===== src/fsps_pkg.sv =====
// Shared constants for the fixed-step play session timer: field widths,
// command, status, mode and register index codes, register reset values.
// No dependencies.
package fsps_pkg;

    localparam int STEP_W     = 24;
    localparam int DELTA_W    = 32;
    localparam int MSTEPS_W   = 8;
    localparam int LEN_W      = 32;
    localparam int REV_W      = 64;
    localparam int CNT_W      = 64;
    localparam int DIGIT_W    = 8;
    localparam int NDIGITS    = CNT_W / DIGIT_W;
    localparam int IDX_W      = $clog2(NDIGITS);
    localparam int QUOT_W     = MSTEPS_W;
    localparam int STATUS_W   = 2;
    localparam int MODE_W     = 2;
    localparam int ACTION_W   = 3;
    localparam int CFG_IDX_W  = 2;
    localparam int CFG_DATA_W = 32;
    localparam int S_TDATA_W  = 136;
    localparam int M_TDATA_W  = 208;

    localparam logic [ACTION_W-1:0] ACT_START   = 3'd0;
    localparam logic [ACTION_W-1:0] ACT_PAUSE   = 3'd1;
    localparam logic [ACTION_W-1:0] ACT_RESUME  = 3'd2;
    localparam logic [ACTION_W-1:0] ACT_STEP    = 3'd3;
    localparam logic [ACTION_W-1:0] ACT_ADVANCE = 3'd4;
    localparam logic [ACTION_W-1:0] ACT_STOP    = 3'd5;

    localparam logic [STATUS_W-1:0] STATUS_OK       = 2'd0;
    localparam logic [STATUS_W-1:0] STATUS_INVALID  = 2'd1;
    localparam logic [STATUS_W-1:0] STATUS_CAPACITY = 2'd2;

    localparam logic [MODE_W-1:0] MODE_EDITING = 2'd0;
    localparam logic [MODE_W-1:0] MODE_PLAYING = 2'd1;
    localparam logic [MODE_W-1:0] MODE_PAUSED  = 2'd2;

    localparam logic [CFG_IDX_W-1:0] CFG_STEP_LENGTH       = 2'd0;
    localparam logic [CFG_IDX_W-1:0] CFG_MAX_FRAME_DELTA   = 2'd1;
    localparam logic [CFG_IDX_W-1:0] CFG_MAX_STEPS         = 2'd2;
    localparam logic [CFG_IDX_W-1:0] CFG_SNAPSHOT_CAPACITY = 2'd3;

    localparam logic [STEP_W-1:0]   RST_STEP_LENGTH       = 24'd16667;
    localparam logic [DELTA_W-1:0]  RST_MAX_FRAME_DELTA   = 32'd250000;
    localparam logic [MSTEPS_W-1:0] RST_MAX_STEPS         = 8'd8;
    localparam logic [LEN_W-1:0]    RST_SNAPSHOT_CAPACITY = 32'd1048576;

endpackage


===== src/fixed_step_play_session_timer_unit.sv =====
// Fixed-step play session timer: command sequencer, step divider and
// digit-serial saturating counters in one module.
// Depends on fsps_pkg.

// One command is taken per beat on the s_ side and gives exactly one result
// beat on the m_ side. s_tready is high only while the unit waits for a
// command, so commands are handled one at a time; the result register lets
// the next command in while a result still waits for m_tready. After
// acceptance a command passes a decode state and the digit-serial update
// of the 64-bit tick, time and revision counters, 8 bits per cycle, and
// s_tready returns once its result is registered. An advance while playing
// gets its step count from a restoring divider, one quotient bit per cycle
// between a set-up and a finish state, ahead of the counter update. Configuration
// writes are always ready and take effect at once; write only while idle.
module fixed_step_play_session_timer_unit (
    input  logic                                clk,
    input  logic                                rst_n,
    input  logic                                cfg_valid,
    output logic                                cfg_ready,
    input  logic [fsps_pkg::CFG_IDX_W-1:0]      cfg_index,
    input  logic [fsps_pkg::CFG_DATA_W-1:0]     cfg_data,
    input  logic                                s_tvalid,
    output logic                                s_tready,
    // workspace[0], source_revision[64:1], snapshot_length[96:65],
    // frame_delta[128:97], zero fill
    input  logic [fsps_pkg::S_TDATA_W-1:0]      s_tdata,
    // action[2:0]
    input  logic [fsps_pkg::ACTION_W-1:0]       s_tuser,
    output logic                                m_tvalid,
    input  logic                                m_tready,
    // status[1:0], steps[9:2], mode[11:10], step_pending[12],
    // tick_total[76:13], simulated_time[140:77], change_count[204:141], zero fill
    output logic [fsps_pkg::M_TDATA_W-1:0]      m_tdata
);

    localparam logic [2:0] ST_IDLE   = 3'd0;
    localparam logic [2:0] ST_DECODE = 3'd1;
    localparam logic [2:0] ST_CAP    = 3'd2;
    localparam logic [2:0] ST_DIV    = 3'd3;
    localparam logic [2:0] ST_FIN    = 3'd4;
    localparam logic [2:0] ST_SERIAL = 3'd5;
    localparam logic [2:0] ST_OUT    = 3'd6;

    localparam int DW  = fsps_pkg::DIGIT_W;
    localparam int CW  = fsps_pkg::CNT_W;
    localparam int AW  = fsps_pkg::DELTA_W;
    localparam int SW  = fsps_pkg::STEP_W;
    localparam int QW  = fsps_pkg::QUOT_W;
    localparam int XW  = fsps_pkg::IDX_W;
    localparam int FILL_W = fsps_pkg::M_TDATA_W - fsps_pkg::STATUS_W - QW
                            - fsps_pkg::MODE_W - 1 - 3 * CW;

    // control state
    logic [2:0]                       state_reg, state_next;
    logic [XW-1:0]                    cnt_reg, cnt_next;
    logic [fsps_pkg::MODE_W-1:0]      mode_reg, mode_next;
    logic                             pending_reg, pending_next;
    logic [AW-1:0]                    acc_reg, acc_next;
    logic [CW-1:0]                    tick_reg, tick_next;
    logic [CW-1:0]                    sim_reg, sim_next;
    logic [CW-1:0]                    rev_reg, rev_next;
    logic                             m_valid_reg, m_valid_next;

    // configuration
    logic [SW-1:0]                    step_reg, step_next;
    logic [AW-1:0]                    mfd_reg, mfd_next;
    logic [fsps_pkg::MSTEPS_W-1:0]    ms_reg, ms_next;
    logic [fsps_pkg::LEN_W-1:0]       capy_reg, capy_next;

    // payload and working registers
    logic [fsps_pkg::ACTION_W-1:0]    in_action_reg, in_action_next;
    logic                             in_rev_nz_reg, in_rev_nz_next;
    logic [fsps_pkg::LEN_W-1:0]       in_len_reg, in_len_next;
    logic [AW-1:0]                    in_delta_reg, in_delta_next;
    logic [AW:0]                      acc_sum_reg, acc_sum_next;
    logic [AW-1:0]                    cap_reg, cap_next;
    logic [AW-1:0]                    acc_cap_reg, acc_cap_next;
    logic [AW-1:0]                    rem_reg, rem_next;
    logic [AW-1:0]                    div_d_reg, div_d_next;
    logic [QW-1:0]                    q_reg, q_next;
    logic [QW-1:0]                    steps_reg, steps_next;
    logic [fsps_pkg::STATUS_W-1:0]    status_reg, status_next;
    logic                             bump_reg, bump_next;
    logic [AW-1:0]                    sim_add_reg, sim_add_next;
    logic                             tick_c_reg, tick_c_next;
    logic                             sim_c_reg, sim_c_next;
    logic                             rev_c_reg, rev_c_next;
    logic [fsps_pkg::M_TDATA_W-1:0]   m_tdata_reg, m_tdata_next;

    logic                             active;
    logic                             step_nz;
    logic                             first_digit;
    logic                             last_digit;
    logic                             last_qbit;
    logic [AW-1:0]                    bounded;
    logic [AW:0]                      acc_sum;
    logic [AW-1:0]                    cap_prod;
    logic                             div_ge;
    logic [AW-1:0]                    div_diff;
    logic [DW-1:0]                    t_add_digit;
    logic [DW:0]                      t_sum;
    logic [DW:0]                      s_sum;
    logic [DW:0]                      r_sum;

    assign cfg_ready = 1'b1;
    assign s_tready  = (state_reg == ST_IDLE);
    assign m_tvalid  = m_valid_reg;
    assign m_tdata   = m_tdata_reg;

    assign active      = (mode_reg == fsps_pkg::MODE_PLAYING) ||
                         (mode_reg == fsps_pkg::MODE_PAUSED);
    assign step_nz     = (step_reg != '0);
    assign first_digit = (cnt_reg == '0);
    assign last_digit  = (cnt_reg == XW'(fsps_pkg::NDIGITS - 1));
    assign last_qbit   = (cnt_reg == XW'(QW - 1));

    assign bounded  = (in_delta_reg < mfd_reg) ? in_delta_reg : mfd_reg;
    assign acc_sum  = {1'b0, acc_reg} + {1'b0, bounded};
    // 24 x 8 bits: the product always fits in 32 bits
    assign cap_prod = {{(AW-SW){1'b0}}, step_reg}
                      * {{(AW-fsps_pkg::MSTEPS_W){1'b0}}, ms_reg};

    assign div_ge   = (rem_reg >= div_d_reg);
    assign div_diff = rem_reg - div_d_reg;

    // one 8-bit digit of each counter per cycle, least significant first
    assign t_add_digit = first_digit ? DW'(steps_reg) : '0;
    assign t_sum = {1'b0, tick_reg[DW-1:0]} + {1'b0, t_add_digit}
                   + {{DW{1'b0}}, tick_c_reg};
    assign s_sum = {1'b0, sim_reg[DW-1:0]} + {1'b0, sim_add_reg[DW-1:0]}
                   + {{DW{1'b0}}, sim_c_reg};
    assign r_sum = {1'b0, rev_reg[DW-1:0]} + {{DW{1'b0}}, bump_reg & first_digit}
                   + {{DW{1'b0}}, rev_c_reg};

    always_comb
    begin
        state_next     = state_reg;
        cnt_next       = cnt_reg;
        mode_next      = mode_reg;
        pending_next   = pending_reg;
        acc_next       = acc_reg;
        tick_next      = tick_reg;
        sim_next       = sim_reg;
        rev_next       = rev_reg;
        m_valid_next   = m_valid_reg && !m_tready;
        step_next      = step_reg;
        mfd_next       = mfd_reg;
        ms_next        = ms_reg;
        capy_next      = capy_reg;
        in_action_next = in_action_reg;
        in_rev_nz_next = in_rev_nz_reg;
        in_len_next    = in_len_reg;
        in_delta_next  = in_delta_reg;
        acc_sum_next   = acc_sum_reg;
        cap_next       = cap_reg;
        acc_cap_next   = acc_cap_reg;
        rem_next       = rem_reg;
        div_d_next     = div_d_reg;
        q_next         = q_reg;
        steps_next     = steps_reg;
        status_next    = status_reg;
        bump_next      = bump_reg;
        sim_add_next   = sim_add_reg;
        tick_c_next    = tick_c_reg;
        sim_c_next     = sim_c_reg;
        rev_c_next     = rev_c_reg;
        m_tdata_next   = m_tdata_reg;

        if (cfg_valid)
        begin
            case (cfg_index)
                fsps_pkg::CFG_STEP_LENGTH:       step_next = cfg_data[SW-1:0];
                fsps_pkg::CFG_MAX_FRAME_DELTA:   mfd_next  = cfg_data[AW-1:0];
                fsps_pkg::CFG_MAX_STEPS:         ms_next   = cfg_data[fsps_pkg::MSTEPS_W-1:0];
                fsps_pkg::CFG_SNAPSHOT_CAPACITY: capy_next = cfg_data[fsps_pkg::LEN_W-1:0];
                default: ;
            endcase
        end

        case (state_reg)
            ST_IDLE:
            begin
                if (s_tvalid)
                begin
                    in_action_next = s_tuser;
                    in_rev_nz_next = |s_tdata[64:1];
                    in_len_next    = s_tdata[96:65];
                    in_delta_next  = s_tdata[128:97];
                    state_next     = ST_DECODE;
                end
            end

            ST_DECODE:
            begin
                status_next  = fsps_pkg::STATUS_OK;
                steps_next   = '0;
                bump_next    = 1'b0;
                sim_add_next = '0;
                cnt_next     = '0;
                tick_c_next  = 1'b0;
                sim_c_next   = 1'b0;
                rev_c_next   = 1'b0;
                state_next   = ST_SERIAL;
                case (in_action_reg)
                    fsps_pkg::ACT_START:
                    begin
                        if (active || !in_rev_nz_reg || in_len_reg == '0)
                            status_next = fsps_pkg::STATUS_INVALID;
                        else if (in_len_reg > capy_reg)
                            status_next = fsps_pkg::STATUS_CAPACITY;
                        else
                        begin
                            mode_next    = fsps_pkg::MODE_PLAYING;
                            tick_next    = '0;
                            sim_next     = '0;
                            acc_next     = '0;
                            pending_next = 1'b0;
                            bump_next    = 1'b1;
                        end
                    end
                    fsps_pkg::ACT_PAUSE:
                    begin
                        if (mode_reg != fsps_pkg::MODE_PLAYING)
                            status_next = fsps_pkg::STATUS_INVALID;
                        else
                        begin
                            mode_next    = fsps_pkg::MODE_PAUSED;
                            acc_next     = '0;
                            pending_next = 1'b0;
                            bump_next    = 1'b1;
                        end
                    end
                    fsps_pkg::ACT_RESUME:
                    begin
                        if (mode_reg != fsps_pkg::MODE_PAUSED)
                            status_next = fsps_pkg::STATUS_INVALID;
                        else
                        begin
                            mode_next    = fsps_pkg::MODE_PLAYING;
                            pending_next = 1'b0;
                            bump_next    = 1'b1;
                        end
                    end
                    fsps_pkg::ACT_STEP:
                    begin
                        if (mode_reg != fsps_pkg::MODE_PAUSED)
                            status_next = fsps_pkg::STATUS_INVALID;
                        else if (!pending_reg)
                        begin
                            pending_next = 1'b1;
                            bump_next    = 1'b1;
                        end
                    end
                    fsps_pkg::ACT_ADVANCE:
                    begin
                        if (!active)
                            status_next = fsps_pkg::STATUS_INVALID;
                        else if (mode_reg == fsps_pkg::MODE_PAUSED)
                        begin
                            // paused: a pending single step, delta ignored
                            if (pending_reg)
                            begin
                                steps_next   = QW'(1);
                                pending_next = 1'b0;
                                bump_next    = 1'b1;
                                sim_add_next = AW'(step_reg);
                            end
                        end
                        else
                        begin
                            acc_sum_next = acc_sum;
                            cap_next     = cap_prod;
                            state_next   = ST_CAP;
                        end
                    end
                    fsps_pkg::ACT_STOP:
                    begin
                        if (active)
                        begin
                            mode_next    = fsps_pkg::MODE_EDITING;
                            tick_next    = '0;
                            sim_next     = '0;
                            acc_next     = '0;
                            pending_next = 1'b0;
                            bump_next    = 1'b1;
                        end
                    end
                    default:
                        status_next = fsps_pkg::STATUS_INVALID;
                endcase
            end

            ST_CAP:
            begin
                if (acc_sum_reg > {1'b0, cap_reg})
                    acc_cap_next = cap_reg;
                else
                    acc_cap_next = acc_sum_reg[AW-1:0];
                rem_next   = (acc_sum_reg > {1'b0, cap_reg}) ? cap_reg : acc_sum_reg[AW-1:0];
                div_d_next = AW'({step_reg, {(QW-1){1'b0}}});
                q_next     = '0;
                cnt_next   = '0;
                state_next = ST_DIV;
            end

            ST_DIV:
            begin
                // accumulator never exceeds max_steps * step, so 8 bits suffice
                if (div_ge && step_nz)
                begin
                    rem_next = div_diff;
                    q_next   = {q_reg[QW-2:0], 1'b1};
                end
                else
                    q_next   = {q_reg[QW-2:0], 1'b0};
                div_d_next = div_d_reg >> 1;
                cnt_next   = cnt_reg + XW'(1);
                if (last_qbit)
                    state_next = ST_FIN;
            end

            ST_FIN:
            begin
                steps_next   = q_reg;
                acc_next     = rem_reg;
                sim_add_next = acc_cap_reg - rem_reg;
                bump_next    = (q_reg != '0);
                cnt_next     = '0;
                tick_c_next  = 1'b0;
                sim_c_next   = 1'b0;
                rev_c_next   = 1'b0;
                state_next   = ST_SERIAL;
            end

            ST_SERIAL:
            begin
                tick_c_next  = t_sum[DW];
                sim_c_next   = s_sum[DW];
                rev_c_next   = r_sum[DW];
                sim_add_next = sim_add_reg >> DW;
                // carry out of the top digit: saturate
                tick_next = (last_digit && t_sum[DW]) ? '1 : {t_sum[DW-1:0], tick_reg[CW-1:DW]};
                sim_next  = (last_digit && s_sum[DW]) ? '1 : {s_sum[DW-1:0], sim_reg[CW-1:DW]};
                rev_next  = (last_digit && r_sum[DW]) ? '1 : {r_sum[DW-1:0], rev_reg[CW-1:DW]};
                cnt_next  = cnt_reg + XW'(1);
                if (last_digit)
                    state_next = ST_OUT;
            end

            ST_OUT:
            begin
                if (!m_valid_reg || m_tready)
                begin
                    m_tdata_next = {{FILL_W{1'b0}}, rev_reg, sim_reg, tick_reg, pending_reg,
                                    mode_reg, steps_reg, status_reg};
                    m_valid_next = 1'b1;
                    state_next   = ST_IDLE;
                end
            end

            default:
                state_next = ST_IDLE;
        endcase
    end

    always_ff @(posedge clk or negedge rst_n)
    begin
        if (!rst_n)
        begin
            state_reg   <= ST_IDLE;
            cnt_reg     <= '0;
            mode_reg    <= fsps_pkg::MODE_EDITING;
            pending_reg <= 1'b0;
            acc_reg     <= '0;
            tick_reg    <= '0;
            sim_reg     <= '0;
            rev_reg     <= '0;
            m_valid_reg <= 1'b0;
            step_reg    <= fsps_pkg::RST_STEP_LENGTH;
            mfd_reg     <= fsps_pkg::RST_MAX_FRAME_DELTA;
            ms_reg      <= fsps_pkg::RST_MAX_STEPS;
            capy_reg    <= fsps_pkg::RST_SNAPSHOT_CAPACITY;
        end
        else
        begin
            state_reg   <= state_next;
            cnt_reg     <= cnt_next;
            mode_reg    <= mode_next;
            pending_reg <= pending_next;
            acc_reg     <= acc_next;
            tick_reg    <= tick_next;
            sim_reg     <= sim_next;
            rev_reg     <= rev_next;
            m_valid_reg <= m_valid_next;
            step_reg    <= step_next;
            mfd_reg     <= mfd_next;
            ms_reg      <= ms_next;
            capy_reg    <= capy_next;
        end
    end

    always_ff @(posedge clk)
    begin
        in_action_reg <= in_action_next;
        in_rev_nz_reg <= in_rev_nz_next;
        in_len_reg    <= in_len_next;
        in_delta_reg  <= in_delta_next;
        acc_sum_reg   <= acc_sum_next;
        cap_reg       <= cap_next;
        acc_cap_reg   <= acc_cap_next;
        rem_reg       <= rem_next;
        div_d_reg     <= div_d_next;
        q_reg         <= q_next;
        steps_reg     <= steps_next;
        status_reg    <= status_next;
        bump_reg      <= bump_next;
        sim_add_reg   <= sim_add_next;
        tick_c_reg    <= tick_c_next;
        sim_c_reg     <= sim_c_next;
        rev_c_reg     <= rev_c_next;
        m_tdata_reg   <= m_tdata_next;
    end

    a_one_cmd_at_a_time: assert property (@(posedge clk) disable iff (!rst_n)
        s_tvalid && s_tready |=> !s_tready)
        else $error("command accepted while one is in progress");

    a_pending_only_paused: assert property (@(posedge clk) disable iff (!rst_n)
        pending_reg |-> mode_reg == fsps_pkg::MODE_PAUSED)
        else $error("step pending outside paused mode");

    a_acc_idle_clear: assert property (@(posedge clk) disable iff (!rst_n)
        mode_reg != fsps_pkg::MODE_PLAYING |-> acc_reg == '0)
        else $error("accumulator holds time while not playing");

    a_quot_bounded: assert property (@(posedge clk) disable iff (!rst_n)
        state_reg == ST_FIN |-> q_reg <= ms_reg)
        else $error("step count above max_steps");

    a_error_no_steps: assert property (@(posedge clk) disable iff (!rst_n)
        m_valid_reg |-> (status_reg == fsps_pkg::STATUS_OK || steps_reg == '0))
        else $error("failed command granted steps");

endmodule


===== config.mk =====
export PLATFORM = sky130hd
export DESIGN_NAME = fixed_step_play_session_timer_unit
export DESIGN_NICKNAME = d
export VERILOG_FILES = /design/src/fsps_pkg.sv /design/src/fixed_step_play_session_timer_unit.sv
export SDC_FILE = /design/constraint.sdc
export NUM_CORES = 2
export LEC_CHECK = 0
export ABC_AREA = 0
export BUFFER_PORTS_ARGS = -buffer_cell sky130_fd_sc_hd__buf_2
export CAP_MARGIN = 40
export CELL_PAD_IN_SITES_DETAIL_PLACEMENT = 1
export CELL_PAD_IN_SITES_GLOBAL_PLACEMENT = 2
export CORE_ASPECT_RATIO = 0.7
export CORE_MARGIN = 2
export CORE_UTILIZATION = 41
export DETAILED_ROUTE_END_ITERATION = 12
export GPL_TIMING_DRIVEN = 0
export HOLD_SLACK_MARGIN = 0.06
export MAX_ROUTING_LAYER = met4
export PLACE_DENSITY = 0.87
export SETUP_SLACK_MARGIN = 0.05
export SYNTH_ARGS = -nofsm -noshare
export SYNTH_HDL_FRONTEND = slang
export SYNTH_SLANG_ARGS = --single-unit

===== constraint.sdc =====
create_clock -name clk -period 15.1 [get_ports clk]
set_clock_uncertainty 0.15 [all_clocks]
set_input_delay 0.755 -clock clk [delete_from_list [all_inputs] [get_ports clk]]
set_output_delay 0.755 -clock clk [all_outputs]
set_load 0.01 [all_outputs]

Word level (Yosys, flattened, before mapping)
Index checks and enable logic that the tools add are counted.
{"block": "totals", "reg_bits": 818, "out_inout_bits": 211, "word_cells": 211}
{"block": "classes", "addsub": 10, "n_mul": 1, "order_cmp": 4, "eq_ne": 38, "mux": 80, "n_bitwise": 2, "n_reduce_logical": 45}
{"operator": "$mux W64", "n": 6}
{"operator": "$pmux W64 S2", "n": 3}
{"operator": "$mux W32", "n": 7}
{"operator": "$pmux W32 S2", "n": 3}
{"operator": "$pmux W32 S3", "n": 2}
{"operator": "$mux W24", "n": 4}
{"operator": "$reduce_or A64 Y1", "n": 1}
{"operator": "$sub A32 B32 Y32", "n": 2}
{"operator": "$add A32 B32 Y33", "n": 1}
{"operator": "$gt A33 B32 Y1", "n": 1}
{"operator": "$ge A32 B32 Y1", "n": 1}
{"operator": "$gt A32 B32 Y1", "n": 1}
{"operator": "$logic_not A32 Y1", "n": 1}
{"operator": "$lt A32 B32 Y1", "n": 1}
{"operator": "$mul A24 B8 Y32", "n": 1}
{"operator": "$pmux W8 S2", "n": 2}
{"operator": "$mux W1", "n": 28}
{"operator": "$ne A2 B2 Y1 const B", "n": 14}
{"operator": "$add A9 B1 Y9", "n": 3}
{"operator": "$reduce_bool A24 Y1", "n": 1}
{"operator": "$mux W3", "n": 7}
{"operator": "$pmux W3 S7", "n": 1}
{"operator": "$add A8 B8 Y9", "n": 2}
{"operator": "$eq A3 B3 Y1 const B", "n": 6}
{"operator": "37 further kinds", "n": 81}

Logic depth before layout (Yosys ltp)
{"block": "logic_depth", "depth_word": 7, "mapped_depth": 23, "ltp_nobuf": 23}

Worst setup path after synthesis
OpenSTA, ideal clock, no wires.
{"block": "synth_timing", "path_kind": "reg2reg", "startpoint": "register state_reg[1]", "endpoint": "register m_tdata_reg (netlist bit m_tdata[0]) (enable)", "arrival_ns": 9.982, "path_slack_ns": 4.173, "stages_incl_launch_ff": 5, "synth_period_minus_slack_ns": 10.927, "path_cell_list": "dfrtp_1 > clkbuf_1 > clkbuf_1 > nand3_1 > nor2b_1"}
{"block": "synth_between", "elab_chain_cells": 2}
{"item": "start, declared", "line": "fixed_step_play_session_timer_unit.sv:54", "rtl": "logic [2:0] state_reg, state_next;"}
{"item": "start signal, assigned", "line": "fixed_step_play_session_timer_unit.sv:386", "rtl": "state_reg <= state_next;"}
{"item": "$eq A3 B3 Y1", "line": "fixed_step_play_session_timer_unit.sv:180", "rtl": "case (state_reg)"}
{"item": "$reduce_and A2 Y1 (no line)"}
{"item": "end signal, assigned", "line": "fixed_step_play_session_timer_unit.sv:421", "rtl": "m_tdata_reg <= m_tdata_next;"}
{"item": "end, declared", "line": "fixed_step_play_session_timer_unit.sv:88", "rtl": "logic [fsps_pkg::M_TDATA_W-1:0] m_tdata_reg, m_tdata_next;"}
No other way between the ends.
A chain may end at the register's enable or synchronous reset.

Final worst setup path
{"block": "layout_timing", "startpoint": "register ms_reg[4] (netlist bit)", "endpoint": "register cap_reg[28], data pin"}
{"block": "layout_between", "elab_chain_cells": 1}
{"item": "start, declared", "line": "fixed_step_play_session_timer_unit.sv:67", "rtl": "logic [fsps_pkg::MSTEPS_W-1:0] ms_reg, ms_next;"}
{"item": "start signal, assigned", "line": "fixed_step_play_session_timer_unit.sv:381", "rtl": "ms_reg <= fsps_pkg::RST_MAX_STEPS;"}
{"item": "start signal, assigned", "line": "fixed_step_play_session_timer_unit.sv:397", "rtl": "ms_reg <= ms_next;"}
{"item": "$mul A24 B8 Y32", "line": "fixed_step_play_session_timer_unit.sv:121", "rtl": "* {{(AW-fsps_pkg::MSTEPS_W){1'b0}}, ms_reg};"}
{"item": "net cap_prod[28]", "line": "fixed_step_play_session_timer_unit.sv:97", "rtl": "logic [AW-1:0] cap_prod;"}
{"item": "end signal, assigned", "line": "fixed_step_play_session_timer_unit.sv:409", "rtl": "cap_reg <= cap_next;"}
{"item": "end, declared", "line": "fixed_step_play_session_timer_unit.sv:76", "rtl": "logic [AW-1:0] cap_reg, cap_next;"}
The timed path passes the listed nets, and every way through them passes these cells.

==> flow_summary.ini <==
[grt]
globalRouteOverflowTotal = 0
grt.total_usage_pct = 25.15
grt_max_degree = 104
grt_pass1_vias = 32470
grt_first_pass_wirelength_mm = 204.7
antenna_found_initial = 5

[clocking]
htreeDepth = 3
post_cts_buffers = 0
ctsResizeCount = 0
hold_buffers = 30
cts.path.max_buffers = 3
cts_inserted_buffers = 82
clock-sinks = 817
cts.clk_slew.worst_paths_ns = 0.06
cts_tree = built
clk_latency_ns = 0.70
root_buffer = clkbuf_16

[yosys]
netlist_instances = 3563
ys.flop_type = edfxtp_1
synth_warnings = 0
ys_ff_latch = 817
syn_area_per_cell_um2 = 12.22
async_flop_share_pct = 40.39
ys_seq_area_share_pct = 52.59
yosysUniqueCellTypes = 89
netlist_area_mm2 = 0.04355
synth-edff-count = 487

[pwr]
peakVddDrop_mv = 0.2006
power.total_mw = 10.23
power.density_mw_per_mm2 = 200.6
power_leakage_nw = 22.03

[worst_setup_path]
path_max_fanout = 10
reg2reg_from = ms_reg[4]
crit_path_end_kind = flip-flop
worst_ep_arrival_time_ns = 7.08
worst-setup-path-type = flip-flop to flip-flop
crit_required_ns = 15.39
cp-startpoint = ms_reg[4]
start_kind = flip-flop

[floorplan]
die_x_um = 393.5
die-area_mm2 = 0.1089
io_pins = 389
initial_core_util_pct = 41.56
rows = 99
die_h_um = 276.7
core_mm2 = 0.1048

[status]
status = finished clean

[sta]
setup_tns_ns = 0
finalMaxSlewViolations = 0
finalCritPeriodShare_pct = 44.95
fin_crit_ns = 6.788
setup_viol = 0
relSlewSlack_pct = 32.82
rsz0062_at_grt = no
fin_ws_ns = 8.312
max_freq_mhz = 147.3
tightest_slew_ns = 1.002
hold_viol = 0
timing.hold.ws_ns = 0.1053

[final_layout]
stdcell_count = 5580
fin_area_mm2 = 0.05103
fin_nets = 4673
area_growth_pct = 17.18
final_cell_mix = edfxtp_1 (487), buf_2 (397), inv_1 (330)
layout-drive-gt1-share_pct = 17.61
fillerInstances = 11120
ff_latch_area_mm2 = 0.02290
final_common_cell = edfxtp_1
multiInputGateArea_mm2 = 0.01877
largest_reg_flops = 205
utilization_pct = 48.69

[routing]
met2_length_mm = 60.26
wl_met1_mm = 61.29
top_layer_used = met4
dr_wl_met3_mm = 9.102
wl_mm = 133.3
num_vias = 31120
drc = 0
dr.pass1.iters = 5
wl_per_cell_um = 23.89
first_iter_violations = 2456
vias_per_cell = 5.577
ant_nets = 0

[flow_run]
drv_cap = 0

[min_path]
hp-start = s_tdata[109]
hp-class = primary input to flip-flop

[placed_design]
place_ws_ns = 8.373
place.gp.congestion = 0.9301
place_area_mm2 = 0.04782
io_buffers = 376
post-dp-hpwl_mm = 101.2
place_inst = 5391
==> power breakdown <==
| part | leakage (nW) | total (mW) | internal [mW] | switching, mW |
|---|---|---|---|---|
| Combinational | 12.2 | 4.63 | 1.99 | 2.64 |
| Sequential | 8.40 | 3.41 | 3.04 | 0.373 |
| Clock | 1.40 | 2.20 | 1.23 | 0.965 |
==> worst paths after layout <==
check                      depth (start not counted)  slack [ns]          endpoint
max                                               19        8.31       cap_reg[28]
min                                                1        0.11  in_delta_reg[12]
max reg2reg                                       19        8.31       cap_reg[28]
min reg2reg                                        0        0.27        m_tdata[1]
max in group asynchronous                          4       13.06       sim_reg[11]
min in group asynchronous                          2        0.42       rev_reg[16]
==> cell usage after synthesis (121+ instances only) <==
master	number	area (µm²)
edfxtp_1	487	14620
a221o_1	129	1291
mux2_2	122	1374
fa_1	140	2803
dfrtp_1	315	7883
ha_1	262	3278
inv_1	330	1239
a21oi_1	161	805.8
nor2_1	121	454.2
and2_1	173	1082
nand2_1	170	638.1
clkbuf_1	129	484.2
==> cells by family after synthesis <==
| logic type | after synthesis | synth area share, % |
|---|---|---|
| other | 2 | 0.01725 |
| AND/OR/NAND/NOR | 759 | 9.085 |
| buffers and inverters | 500 | 4.445 |
| adder cells (fa/ha/maj) | 402 | 13.96 |
| flip-flops | 817 | 52.59 |
| multiplexers | 166 | 4.324 |
| XOR/XNOR | 122 | 2.454 |
| AO/OA/AOI/OAI | 795 | 13.12 |
==> layout make-up <==
class	instances	area share (%)
Antenna cell	3	0.01471
Buffer	168	1.351
Clock buffer	108	4.492
Clock inverter	46	1.135
Inverter	332	2.445
Multi-Input combinational cell	2248	36.78
Sequential cell	817	44.88
Tap cell	1414	3.467
Timing Repair Buffer	444	5.434
==> worst max-delay path, stage by stage, from the launching register on <==
cell      delay (ns)
dfrtp_1         0.65
clkbuf_1        0.68
nand2_1         0.16
fa_1            0.50
fa_1            0.55
inv_1           0.05
fa_1            0.48
inv_1           0.05
fa_1            0.47
inv_1           0.04
ha_1            0.32
nand3_1         0.08
o21bai_1        0.21
nor4_1          0.13
o31ai_1         0.72
a21oi_1         0.40
or3_1           0.50
nand2_1         0.11
o21ai_1         0.07
a31o_1          0.22
==> layer usage <==
metal / vias up / track usage, %
li1: 14020 / -
met1: 16020 / 35.16
met2: 922 / 38.32
met3: 155 / 4.742
met4: 0 / 5.010
met5: - / -
No activity file was read; power rests on OpenSTA's default activity.
